==> config.mk <==
export PLATFORM = sky130hd
export DESIGN_NAME = sorted_leaf_node_engine
export DESIGN_NICKNAME = d
export VERILOG_FILES = /design/src/slne_pkg.sv /design/src/slne_ctrl.sv /design/src/slne_dp.sv /design/src/sorted_leaf_node_engine.sv
export SDC_FILE = /design/constraint.sdc
export NUM_CORES = 2
export LEC_CHECK = 0
export ABC_CLOCK_PERIOD_IN_PS = 7400
export BUFFER_PORTS_ARGS = -buffer_cell sky130_fd_sc_hd__buf_2
export CAP_MARGIN = 20
export CORE_MARGIN = 10
export CORE_UTILIZATION = 28
export CTS_BUF_LIST = sky130_fd_sc_hd__clkbuf_16
export DETAILED_ROUTE_END_ITERATION = 16
export MAX_ROUTING_LAYER = met4
export PLACE_DENSITY = 0.45
export RECOVER_POWER = 100
export SLEW_MARGIN = 30
export SYNTH_ARGS = -nofsm -noshare
export SYNTH_HDL_FRONTEND = slang
export SYNTH_SLANG_ARGS = --single-unit
==> constraint.sdc <==
create_clock -name clk -period 7.4 [get_ports clk]
set_input_delay 1.85 -clock clk [delete_from_list [all_inputs] [get_ports clk]]
set_output_delay 1.85 -clock clk [all_outputs]
set_load 0.005 [all_outputs]
==> src/slne_pkg.sv <==
// Package for the sorted leaf node engine: sizes, operation and status codes,
// controller state type and the command/status structs. No dependencies.
`default_nettype none
package slne_pkg;
  localparam int Capacity = 16;
  localparam int IdxW = $clog2(Capacity);
  localparam int CntW = $clog2(Capacity + 1);
  localparam int KeyW = 32;
  localparam int ValW = 32;
  localparam int Keep = Capacity / 2;

  localparam logic [1:0] FUNC_INSERT = 2'd0;
  localparam logic [1:0] FUNC_DELETE = 2'd1;
  localparam logic [1:0] FUNC_LOOKUP = 2'd2;

  localparam logic [2:0] ST_INSERTED = 3'd0;
  localparam logic [2:0] ST_UPDATED  = 3'd1;
  localparam logic [2:0] ST_SPLIT    = 3'd2;
  localparam logic [2:0] ST_DELETED  = 3'd3;
  localparam logic [2:0] ST_NOTFOUND = 3'd4;
  localparam logic [2:0] ST_FOUND    = 3'd5;

  typedef enum logic [3:0] {
    S_IDLE, S_SEARCH, S_PROBE, S_DECIDE, S_SHIFT_R, S_SHIFT_L,
    S_SPLIT_RD, S_SPLIT_OUT, S_DONE
  } state_t;

  // Commands from controller to datapath.
  typedef struct packed {
    logic load;        // capture request, init search bounds
    logic probe;       // apply one binary search step
    logic rd_pos;      // read entry at lower bound for the hit test
    logic shift_r;     // move entry ptr-1 to ptr, ptr--
    logic shift_l;     // move entry ptr+1 to ptr, ptr++
    logic ptr_pos;     // ptr = pos (start of left shift)
    logic ptr_cnt;     // ptr = count (start of right shift)
    logic wr_new;      // write request at ptr
    logic wr_val;      // write value at pos
    logic cnt_inc;
    logic cnt_dec;
    logic cnt_keep;
    logic split_init;  // merged index = Keep
    logic split_rd;    // fetch merged entry at split index
    logic split_adv;   // advance merged index
    logic emit;
    logic [2:0] st;
    logic use_val;     // result carries read value
    logic use_split;   // result carries merged entry
    logic emit_last;
  } cmd_t;

  // Status from datapath to controller.
  typedef struct packed {
    logic [1:0] func;
    logic search_done;
    logic hit;
    logic full;
    logic shift_done_r;
    logic shift_done_l;
    logic split_end;
  } stat_t;
endpackage
`default_nettype wire

==> src/slne_ctrl.sv <==
// Controller state machine for the sorted leaf node engine.
// Depends on slne_pkg; drives slne_dp through cmd_t, reads stat_t.
`default_nettype none
module slne_ctrl (
  input  wire               clk,
  input  wire               rst,
  input  wire               start,
  input  slne_pkg::stat_t   stat,
  output slne_pkg::cmd_t    cmd,
  output logic              busy
);
  slne_pkg::state_t state, state_next;

  always_ff @(posedge clk) begin
    if (rst) state <= slne_pkg::S_IDLE;
    else state <= state_next;
  end

  always_comb begin
    state_next = state;
    cmd = '0;
    busy = 1'b1;
    case (state)
      slne_pkg::S_IDLE: begin
        busy = 1'b0;
        if (start) begin
          cmd.load = 1'b1;
          state_next = slne_pkg::S_SEARCH;
        end
      end
      slne_pkg::S_SEARCH: begin
        if (stat.search_done) begin
          cmd.rd_pos = 1'b1;
          state_next = slne_pkg::S_DECIDE;
        end else begin
          state_next = slne_pkg::S_PROBE;
        end
      end
      // The key read is registered, so each probe passes through S_SEARCH, then S_PROBE.
      slne_pkg::S_PROBE: begin
        cmd.probe = 1'b1;
        state_next = slne_pkg::S_SEARCH;
      end
      slne_pkg::S_DECIDE: begin
        state_next = slne_pkg::S_DONE;
        case (stat.func)
          slne_pkg::FUNC_INSERT: begin
            if (stat.hit) begin
              cmd.wr_val = 1'b1;
              cmd.emit = 1'b1; cmd.st = slne_pkg::ST_UPDATED; cmd.emit_last = 1'b1;
            end else if (stat.full) begin
              cmd.split_init = 1'b1;
              state_next = slne_pkg::S_SPLIT_RD;
            end else begin
              cmd.ptr_cnt = 1'b1;
              state_next = slne_pkg::S_SHIFT_R;
            end
          end
          slne_pkg::FUNC_DELETE: begin
            if (stat.hit) begin
              cmd.ptr_pos = 1'b1;
              state_next = slne_pkg::S_SHIFT_L;
            end else begin
              cmd.emit = 1'b1; cmd.st = slne_pkg::ST_NOTFOUND; cmd.emit_last = 1'b1;
            end
          end
          slne_pkg::FUNC_LOOKUP: begin
            cmd.emit = 1'b1; cmd.emit_last = 1'b1;
            cmd.st = stat.hit ? slne_pkg::ST_FOUND : slne_pkg::ST_NOTFOUND;
            cmd.use_val = stat.hit;
          end
          default: begin
            cmd.emit = 1'b1; cmd.st = slne_pkg::ST_NOTFOUND; cmd.emit_last = 1'b1;
          end
        endcase
      end
      slne_pkg::S_SHIFT_R: begin
        if (stat.shift_done_r) begin
          cmd.wr_new = 1'b1; cmd.cnt_inc = 1'b1;
          cmd.emit = 1'b1; cmd.st = slne_pkg::ST_INSERTED; cmd.emit_last = 1'b1;
          state_next = slne_pkg::S_DONE;
        end else begin
          cmd.shift_r = 1'b1;
        end
      end
      slne_pkg::S_SHIFT_L: begin
        if (stat.shift_done_l) begin
          cmd.cnt_dec = 1'b1;
          cmd.emit = 1'b1; cmd.st = slne_pkg::ST_DELETED; cmd.emit_last = 1'b1;
          state_next = slne_pkg::S_DONE;
        end else begin
          cmd.shift_l = 1'b1;
        end
      end
      slne_pkg::S_SPLIT_RD: begin
        cmd.split_rd = 1'b1;
        state_next = slne_pkg::S_SPLIT_OUT;
      end
      // Each merged entry of the upper half is read, then emitted; the lower
      // half needs rewriting only where the new entry lands below Keep.
      slne_pkg::S_SPLIT_OUT: begin
        cmd.emit = 1'b1; cmd.st = slne_pkg::ST_SPLIT; cmd.use_split = 1'b1;
        cmd.emit_last = stat.split_end;
        cmd.split_adv = 1'b1;
        if (stat.split_end) begin
          cmd.cnt_keep = 1'b1;
          cmd.ptr_cnt = 1'b1;
          state_next = slne_pkg::S_DONE;
        end else begin
          state_next = slne_pkg::S_SPLIT_RD;
        end
      end
      slne_pkg::S_DONE: begin
        state_next = slne_pkg::S_IDLE;
      end
      default: state_next = slne_pkg::S_IDLE;
    endcase
  end
endmodule
`default_nettype wire

==> src/slne_dp.sv <==
// Datapath for the sorted leaf node engine: key/value store, search bounds,
// shift pointer, split sequencing and the result register. Depends on slne_pkg.
`default_nettype none
module slne_dp (
  input  wire                        clk,
  input  wire                        rst,
  input  wire [1:0]                  func,
  input  wire [slne_pkg::KeyW-1:0]   key,
  input  wire [slne_pkg::ValW-1:0]   value,
  input  slne_pkg::cmd_t             cmd,
  output slne_pkg::stat_t            stat,
  output logic                       done,
  output logic [2:0]                 status,
  output logic [slne_pkg::KeyW-1:0]  out_key,
  output logic [slne_pkg::ValW-1:0]  out_value,
  output logic                       last
);
  localparam int IW = slne_pkg::IdxW;
  localparam int CW = slne_pkg::CntW;

  logic [slne_pkg::KeyW-1:0] keys [slne_pkg::Capacity];
  logic [slne_pkg::ValW-1:0] vals [slne_pkg::Capacity];

  logic [1:0]                r_func;
  logic [slne_pkg::KeyW-1:0] r_key;
  logic [slne_pkg::ValW-1:0] r_val;
  logic [CW-1:0] count, lo, hi, ptr, midx;
  logic [CW:0]   mid_sum;
  logic [CW-1:0] mid;
  logic [slne_pkg::KeyW-1:0] rd_key;
  logic [slne_pkg::ValW-1:0] rd_val;
  logic [slne_pkg::KeyW-1:0] probe_key;

  assign mid_sum = {1'b0, lo} + {1'b0, hi};
  assign mid = mid_sum[CW:1];

  // Merged index m maps to store entry m-1 above pos, m below, new at pos.
  logic [CW-1:0] src_idx;
  logic          src_new;
  always_comb begin
    src_new = (midx == lo);
    src_idx = (midx > lo) ? midx - CW'(1) : midx;
  end

  always_ff @(posedge clk) begin
    if (rst) begin
      count <= '0;
    end else begin
      if (cmd.cnt_inc) count <= count + CW'(1);
      else if (cmd.cnt_dec) count <= count - CW'(1);
      else if (cmd.cnt_keep) count <= CW'(slne_pkg::Keep);
    end
  end

  always_ff @(posedge clk) begin
    probe_key <= keys[mid[IW-1:0]];
    if (cmd.load) begin
      r_func <= func; r_key <= key; r_val <= value;
      lo <= '0; hi <= count;
    end
    if (cmd.probe) begin
      if (probe_key < r_key) lo <= mid + CW'(1);
      else hi <= mid;
    end
    if (cmd.rd_pos) begin
      rd_key <= keys[lo[IW-1:0]];
      rd_val <= vals[lo[IW-1:0]];
    end
    if (cmd.ptr_pos) ptr <= lo;
    if (cmd.ptr_cnt) ptr <= count;
    if (cmd.shift_r) begin
      keys[ptr[IW-1:0]] <= keys[ptr[IW-1:0] - IW'(1)];
      vals[ptr[IW-1:0]] <= vals[ptr[IW-1:0] - IW'(1)];
      ptr <= ptr - CW'(1);
    end
    if (cmd.shift_l) begin
      keys[ptr[IW-1:0]] <= keys[ptr[IW-1:0] + IW'(1)];
      vals[ptr[IW-1:0]] <= vals[ptr[IW-1:0] + IW'(1)];
      ptr <= ptr + CW'(1);
    end
    if (cmd.wr_new) begin
      keys[ptr[IW-1:0]] <= r_key;
      vals[ptr[IW-1:0]] <= r_val;
    end
    if (cmd.wr_val) vals[lo[IW-1:0]] <= r_val;
    if (cmd.split_init) midx <= CW'(slne_pkg::Keep);
    if (cmd.split_rd) begin
      rd_key <= src_new ? r_key : keys[src_idx[IW-1:0]];
      rd_val <= src_new ? r_val : vals[src_idx[IW-1:0]];
    end
    // The lower half is rewritten from the top down once the upper half
    // is out: shift Keep-1 down to pos, then place the new entry.
    if (cmd.split_adv) midx <= midx + CW'(1);
    if (cmd.cnt_keep && lo < CW'(slne_pkg::Keep)) begin
      for (int i = slne_pkg::Capacity - 1; i > 0; i--) begin
        if (i < slne_pkg::Keep && CW'(i) > lo) begin
          keys[IW'(i)] <= keys[IW'(i-1)];
          vals[IW'(i)] <= vals[IW'(i-1)];
        end
      end
      keys[lo[IW-1:0]] <= r_key;
      vals[lo[IW-1:0]] <= r_val;
    end
  end

  always_comb begin
    stat.func = r_func;
    stat.search_done = (lo == hi);
    stat.hit = (lo < count) && (rd_key == r_key);
    stat.full = (count >= CW'(slne_pkg::Capacity));
    stat.shift_done_r = (ptr == lo);
    stat.shift_done_l = (ptr + CW'(1) >= count);
    stat.split_end = (midx == CW'(slne_pkg::Capacity));
  end

  always_ff @(posedge clk) begin
    if (rst) done <= 1'b0;
    else done <= cmd.emit;
    if (cmd.emit) begin
      status    <= cmd.st;
      out_key   <= cmd.use_split ? rd_key : '0;
      out_value <= (cmd.use_split || cmd.use_val) ? rd_val : '0;
      last      <= cmd.emit_last;
    end
  end
endmodule
`default_nettype wire

==> src/sorted_leaf_node_engine.sv <==
// Top level of the sorted leaf node engine: controller plus datapath.
// Depends on slne_pkg, slne_ctrl and slne_dp.
//   channel   handshake           payload
//   request   start / busy        func, key, value
//   result    done (one cycle)    status, out_key, out_value, last
// After acceptance busy stays high through the binary search (up to five
// probes with 16 entries), the decision and the S_DONE state.
// Insert or delete then moves the shifted entries one at a time; a split reads
// and then emits each upper-half entry in turn, one store access per step.
// Reset is synchronous and empties the store; the receiver cannot stall.
`default_nettype none
module sorted_leaf_node_engine (
  input  wire         clk,
  input  wire         rst,
  input  wire         start,
  input  wire  [1:0]  func,
  input  wire  [31:0] key,
  input  wire  [31:0] value,
  output logic        busy,
  output logic        done,
  output logic [2:0]  status,
  output logic [31:0] out_key,
  output logic [31:0] out_value,
  output logic        last
);
  slne_pkg::cmd_t  cmd;
  slne_pkg::stat_t stat;

  slne_ctrl u_ctrl (
    .clk(clk), .rst(rst), .start(start), .stat(stat), .cmd(cmd), .busy(busy)
  );

  slne_dp u_dp (
    .clk(clk), .rst(rst), .func(func), .key(key), .value(value),
    .cmd(cmd), .stat(stat), .done(done), .status(status),
    .out_key(out_key), .out_value(out_value), .last(last)
  );
endmodule
`default_nettype wire

== Word level (Yosys, flattened, before mapping) ==
Memory sizes are Yosys's and may differ from the RTL's. A register that Yosys moved wholly into a read port is not among the register bits.
Index checks and enable logic that the tools add are counted.
Cells by class
  $add $sub $neg: 10
  multipliers: 0
  divide/modulo/power cells: 0
  magnitude comparators: 13
  eq/ne operators: 17
  shifts and indexed selects: 0
  muxes and demuxes: 117
  bitwise logic cells: 5
  reductions and logical operators: 12
Operator list (number)
  $mux W32: 13
  $mux W5: 15
  $mux W1: 68
  $reduce_or A32 Y1: 2
  $mux W4: 13
  $eq A32 B32 Y1: 1
  $lt A32 B32 Y1: 1
  $pmux W4 S8: 1
  $add A5 B1 Y5 const B: 4
  $gt A3 B5 Y1 const A: 4
  $eq A4 B3 Y1 const B: 4
  $pmux W4 S4: 1
  $eq A5 B5 Y1: 3
  $pmux W4 S3: 1
  $gt A2 B5 Y1 const A: 2
  $sub A5 B1 Y5 const B: 2
  $eq A4 B2 Y1 const B: 2
  $pmux W4 S2: 1
  $sub A4 B1 Y4 const B: 2
  $add A5 B5 Y6: 1
  $ne A2 B2 Y1 const B: 3
  $eq A5 B5 Y1 const B: 1
  $ge A5 B5 Y1: 1
  $ge A5 B5 Y1 const B: 1
  other kinds (20): 27
Storage, ports and cells
  bits in registers: 228
  latch bits: 0
  bits in writable memories: 1024
  bits in read-only memories: 0
  input bits: 69
  output and inout bits: 70
  logic and storage cells: 192
  memories: 2
Memories
  u_dp.keys: words 16, bits a word 32, read ports 12, clocked after Yosys merged registers in 2, wr ports 8, RTL line slne_dp.sv:21  | logic [slne_pkg::KeyW-1:0] keys [slne_pkg::Capacity];
  u_dp.vals: words 16, bits a word 32, read ports 11, clocked after Yosys merged registers in 1, wr ports 8, RTL line slne_dp.sv:22  | logic [slne_pkg::ValW-1:0] vals [slne_pkg::Capacity];

== Depth between registers and ports, before layout ==
  word-level depth: 10
  mapped depth: 17
  depth with buffers taken out: 11

== By module ==
A second synthesis with hierarchy kept.
Unflattened totals
  cell total of the unflattened synthesis: 8574
  area total of the unflattened synthesis: 97245.8 um2
By module, submodules not included
  slne_dp: times used 1, cells each 8501, area each 96745.3 um2, sequential area each 37956.4 um2
  slne_ctrl: times used 1, cells each 73, area each 500.5 um2, sequential area each 80.1 um2

== Worst setup path before layout ==
No wires, ideal clock.
  path kind: reg2reg
  from: register u_dp.ptr[0]
  to: memory u_dp.vals[2][0] (netlist name) (enable)
  setup time: 466 ps
  data arrival time: 5820 ps
  data required time: 6934 ps
  slack: 1114 ps
  cell stages (with the launch flop): 17
  buffers on the path: 6
  clock period less this slack: 6286 ps
  cells stage by stage: edfxtp_1 -> buf_2 -> buf_4 -> buf_2 -> buf_1 -> clkbuf_1 -> inv_1 -> ha_1 -> ha_1 -> a21o_1 -> a211o_1 -> nand2_2 -> buf_4 -> nor2_1 -> o21ai_1 -> a32oi_1 -> o21ai_0
RTL lines
  from (decl): RTL line slne_dp.sv:27  | logic [CW-1:0] count, lo, hi, ptr, midx;
  from (signal assigned): RTL line slne_dp.sv:69  | if (cmd.ptr_pos) ptr <= lo;
  from (signal assigned): RTL line slne_dp.sv:70  | if (cmd.ptr_cnt) ptr <= count;
  from (signal assigned): RTL line slne_dp.sv:74  | ptr <= ptr - CW'(1);
  to (decl): RTL line slne_dp.sv:22

==> summary.md <==
| Metric | Value |
|---|---|
| Hold Crit Class | `reg2reg` |
| Post-CTS Setup Repair Bufs | `0` |
| GRT met1 Usage | `0.295` |
| Power Density | `around 190 mW/mm^2` |
| Max Slew Vio Count | `between 1000 and 1500` |
| Largest area contributor in the netlist | `edfxtp_1` |
| Syn Inst Count | `6377` |
| Die area | `roughly 0.33 mm^2` |
| Top FF cell, synth | `edfxtp_1` |
| Pwr Total | `18100 uW` |
| Number of global-route vias before repair | `roughly 64000` |
| Busiest grt layer | `met2` |
| Seq/Total Area, Yosys | `0.438` |
| CTS sink cnt | `~1300` |
| Asr flop ratio synth | `0` |
| DIE HEIGHT | `around 580 um` |
| Area Growth Syn to Fin | `11.7%` |
| Crit path time final | `around 6500 ps` |
| Hold buffer count at cts | `0` |
| Die X | `between 500 and 600 um` |
| Total track usage | `0.226` |
| Cts bufs inserted | `163` |
| Number of synthesized flops with an enable pin | `about 1200` |
| Crit start category | `flop` |
| Register area | `0.0380 mm^2` |
| Multi-input gate area | `approximately 0.046 mm^2` |
| Root Driver | `clkbuf_16` |
| DRT Wirelength | `380 mm` |
| Worst Tran Pin Value | `3990 ps` |
| PortBufs | `about 140` |
| Core ar. | `~0.3 mm^2` |
| Data required time at the worst endpoint | `7790 ps` |
| Hold violation count in the final report | `0` |
| Syn avg cell area | `13.6 um^2` |
| Area contributors post-synth | `edfxtp_1 43%, mux4_2 30%, nand2_1 4.0%` |
| Via Count | `~67000` |
| CP max FO | `33` |
| CTS max path bufs | `4` |
| Synthesized Nets | `6506` |
| Final setup TNS | `0 ps` |
| Global Route met3 Usage | `0.0537` |
| First-pass DRT Iterations | `6` |
| Ratio of cells with drive above 1 in the final layout | `0.278` |
| Worst path max stage delay | `1690 ps` |
| FP Rows | `204` |
| Slowest CP cell | `clkbuf_2` |
| Dpl hpwl | `between 200 and 250 mm` |
| Leakage | `between 0.02 and 0.03 uW` |
| Setup Viol. Count Final | `0` |
| Top-area cell type share of the netlist area | `0.426` |
| Vias per inst | `~6.4` |
| CTS tree | `yes` |
| NumNets Final | `6357` |
| GR Util met2 | `0.338` |
| Htree depth | `4` |
| Failing checks | `max-capacitance violations, max-slew violations` |
| Worst skew pair latency | `860 ps` |
| Fillers | `30506` |
| Global-route wire length before repair | `523 mm` |
| Clock skew | `approximately 40 ps` |
| WP data arrival | `6890 ps` |
| Largest net degree at the start of global routing | `143` |
| RSZ-0062 raised after global routing | `no` |
| CTS resizes | `0` |
| Initial DRC count | `between 9000 and 10000` |
| Routability cong. | `between 0.8 and 0.9` |
| Initial Utilization | `0.281` |
| Final worst setup slack | `between 900 and 1000 ps` |
| Post-Syn Area | `0.0869 mm^2` |
| Maxcap violations | `37` |
| Distinct cells, synth | `between 70 and 80` |
| Pre-CTS setup slack | `about 1700 ps` |
| Final period util | `0.878` |
| IO Pins | `approximately 140` |
| Status | `finished, violations left` |
| GRT overflow | `0` |
| Peak Freq | `around 150 MHz` |
| Synth Register Bits | `around 1300` |
| Drt wl/cell | `~36 um` |
| Reg clk slew, reported paths | `50 ps` |
| Initial antenna violation count | `11` |
| CP Class | `reg2reg` |
| Post-DRT Antenna Nets | `0` |
| Peak VDD IR | `between 0.15 and 0.2 mV` |
| DRC | `0` |
| CP cell instances | `inv_1, ha_1, ha_1, a21o_1, a211o_1, nand2_8, nor2_1, nor2_1, a22oi_1, o21ai_4, clkbuf_2` |
| Worst slew margin | `-1.66` |
| Setup crit end kind | `flop` |
| Ys Warns | `0` |
## state kept, by name, summed over array words and instances, names as in the netlist, 2 cells and up
register / cells
u_dp.ptr: 5
u_dp.vals: 512
u_dp.lo: 5
u_dp.probe_key: 32
u_dp.status: 3
u_dp.hi: 5
u_dp.midx: 5
u_dp.rd_val: 32
u_dp.rd_key: 32
u_dp.r_func: 2
u_dp.keys: 512
u_dp.out_value: 32
u_dp.out_key: 32
u_dp.count: 5
u_dp.r_key: 32
u_ctrl.state: 4
u_dp.r_val: 32
## where the power goes
part,switching [uW],internal (uW)
clock network,3300,4550
registers,205,8140
logic,1030,864
total,4540,13600
## cell usage in the layout, fill, tap and decap left out, drive strengths merged, types with 59 or more instances in the layout
cell,netlist,final
mux4,1170,1170
ha,59,59
nand3,61,61
nor2,121,121
o22ai,123,123
edfxtp,1232,1232
mux2,78,78
nand2,927,927
buf,227,185
a31oi,92,92
and2,76,76
o21ai,600,600
o221ai,143,143
a21oi,147,147
mux2i,248,248
clkbuf,404,301
inv,121,161
## layer usage
metal,vias to the layer above,routed length (um)
met3,1010,41000
met4,0,18600
li1,25989,-
met1,34719,149000
met2,5086,171000
met5,-,0
## through the flow
stage                     instances  hold slack, ps  instance area (um^2)  utilization
after detailed placement      10178             527                 92700        0.300
after CTS                     10461             543                 97800        0.316
after global placement        10173             528                 92600        0.299
after global routing          10468             576                 97100        0.314
final                         10473             537                 97100        0.314
after floorplan                6377             502                 86900            -
## critical path: cells and delay by family, from the launching register on
kind | cells | cell delay, ps
AO/OA/AOI/OAI | 4 | 1080
adder cells (fa/ha/maj) | 2 | 1420
buffers and inverters | 2 | 1860
flip-flops | 1 | 570
AND/OR/NAND/NOR | 3 | 1040
## layout make-up
| type | instances | share of cell area |
|---|---|---|
| clock inverters | 114 | 0.00856 |
| repair buffers | 317 | 0.0235 |
| diodes | 7 | 0.000180 |
| flip-flops and latches | 1284 | 0.392 |
| clock buffers | 169 | 0.0436 |
| well taps | 4120 | 0.0531 |
| inverters | 121 | 0.00479 |
| multi-input cells | 4341 | 0.474 |
## path summary, 6_finish.rpt
kind | from | end | slack, ps | depth (start not counted)
max | u_dp.ptr[1] | u_dp.keys[2][21] | 900 | 11
min | u_dp.rd_val[25] | u_dp.out_value[25] | 540 | 1
min reg2reg | u_dp.rd_val[25] | u_dp.out_value[25] | 540 | 1
max reg2reg | u_dp.ptr[1] | u_dp.keys[2][21] | 900 | 11
## cells by family after synthesis
family | after synthesis | synth area share
xor gates and xnor gates | 53 | 0.00534
adders and majority gates | 60 | 0.00872
muxes | 1496 | 0.346
buffers and inverters | 752 | 0.0352
DFF | 1284 | 0.438
AOI/OAI and AO/OA | 1383 | 0.101
and+or+nand+nor | 1349 | 0.0660
## cell usage after synthesis, types with 92 or more instances
master    instances
a21oi_1         146
a31oi_1          92
buf_2           123
clkbuf_1        404
edfxtp_1       1232
inv_1           119
mux2i_1         215
mux4_2         1170
nand2_1         926
nor2_1          120
o21ai_0         527
o221ai_1        143
o22ai_1         123
Power figures use the tool's default switching activity.
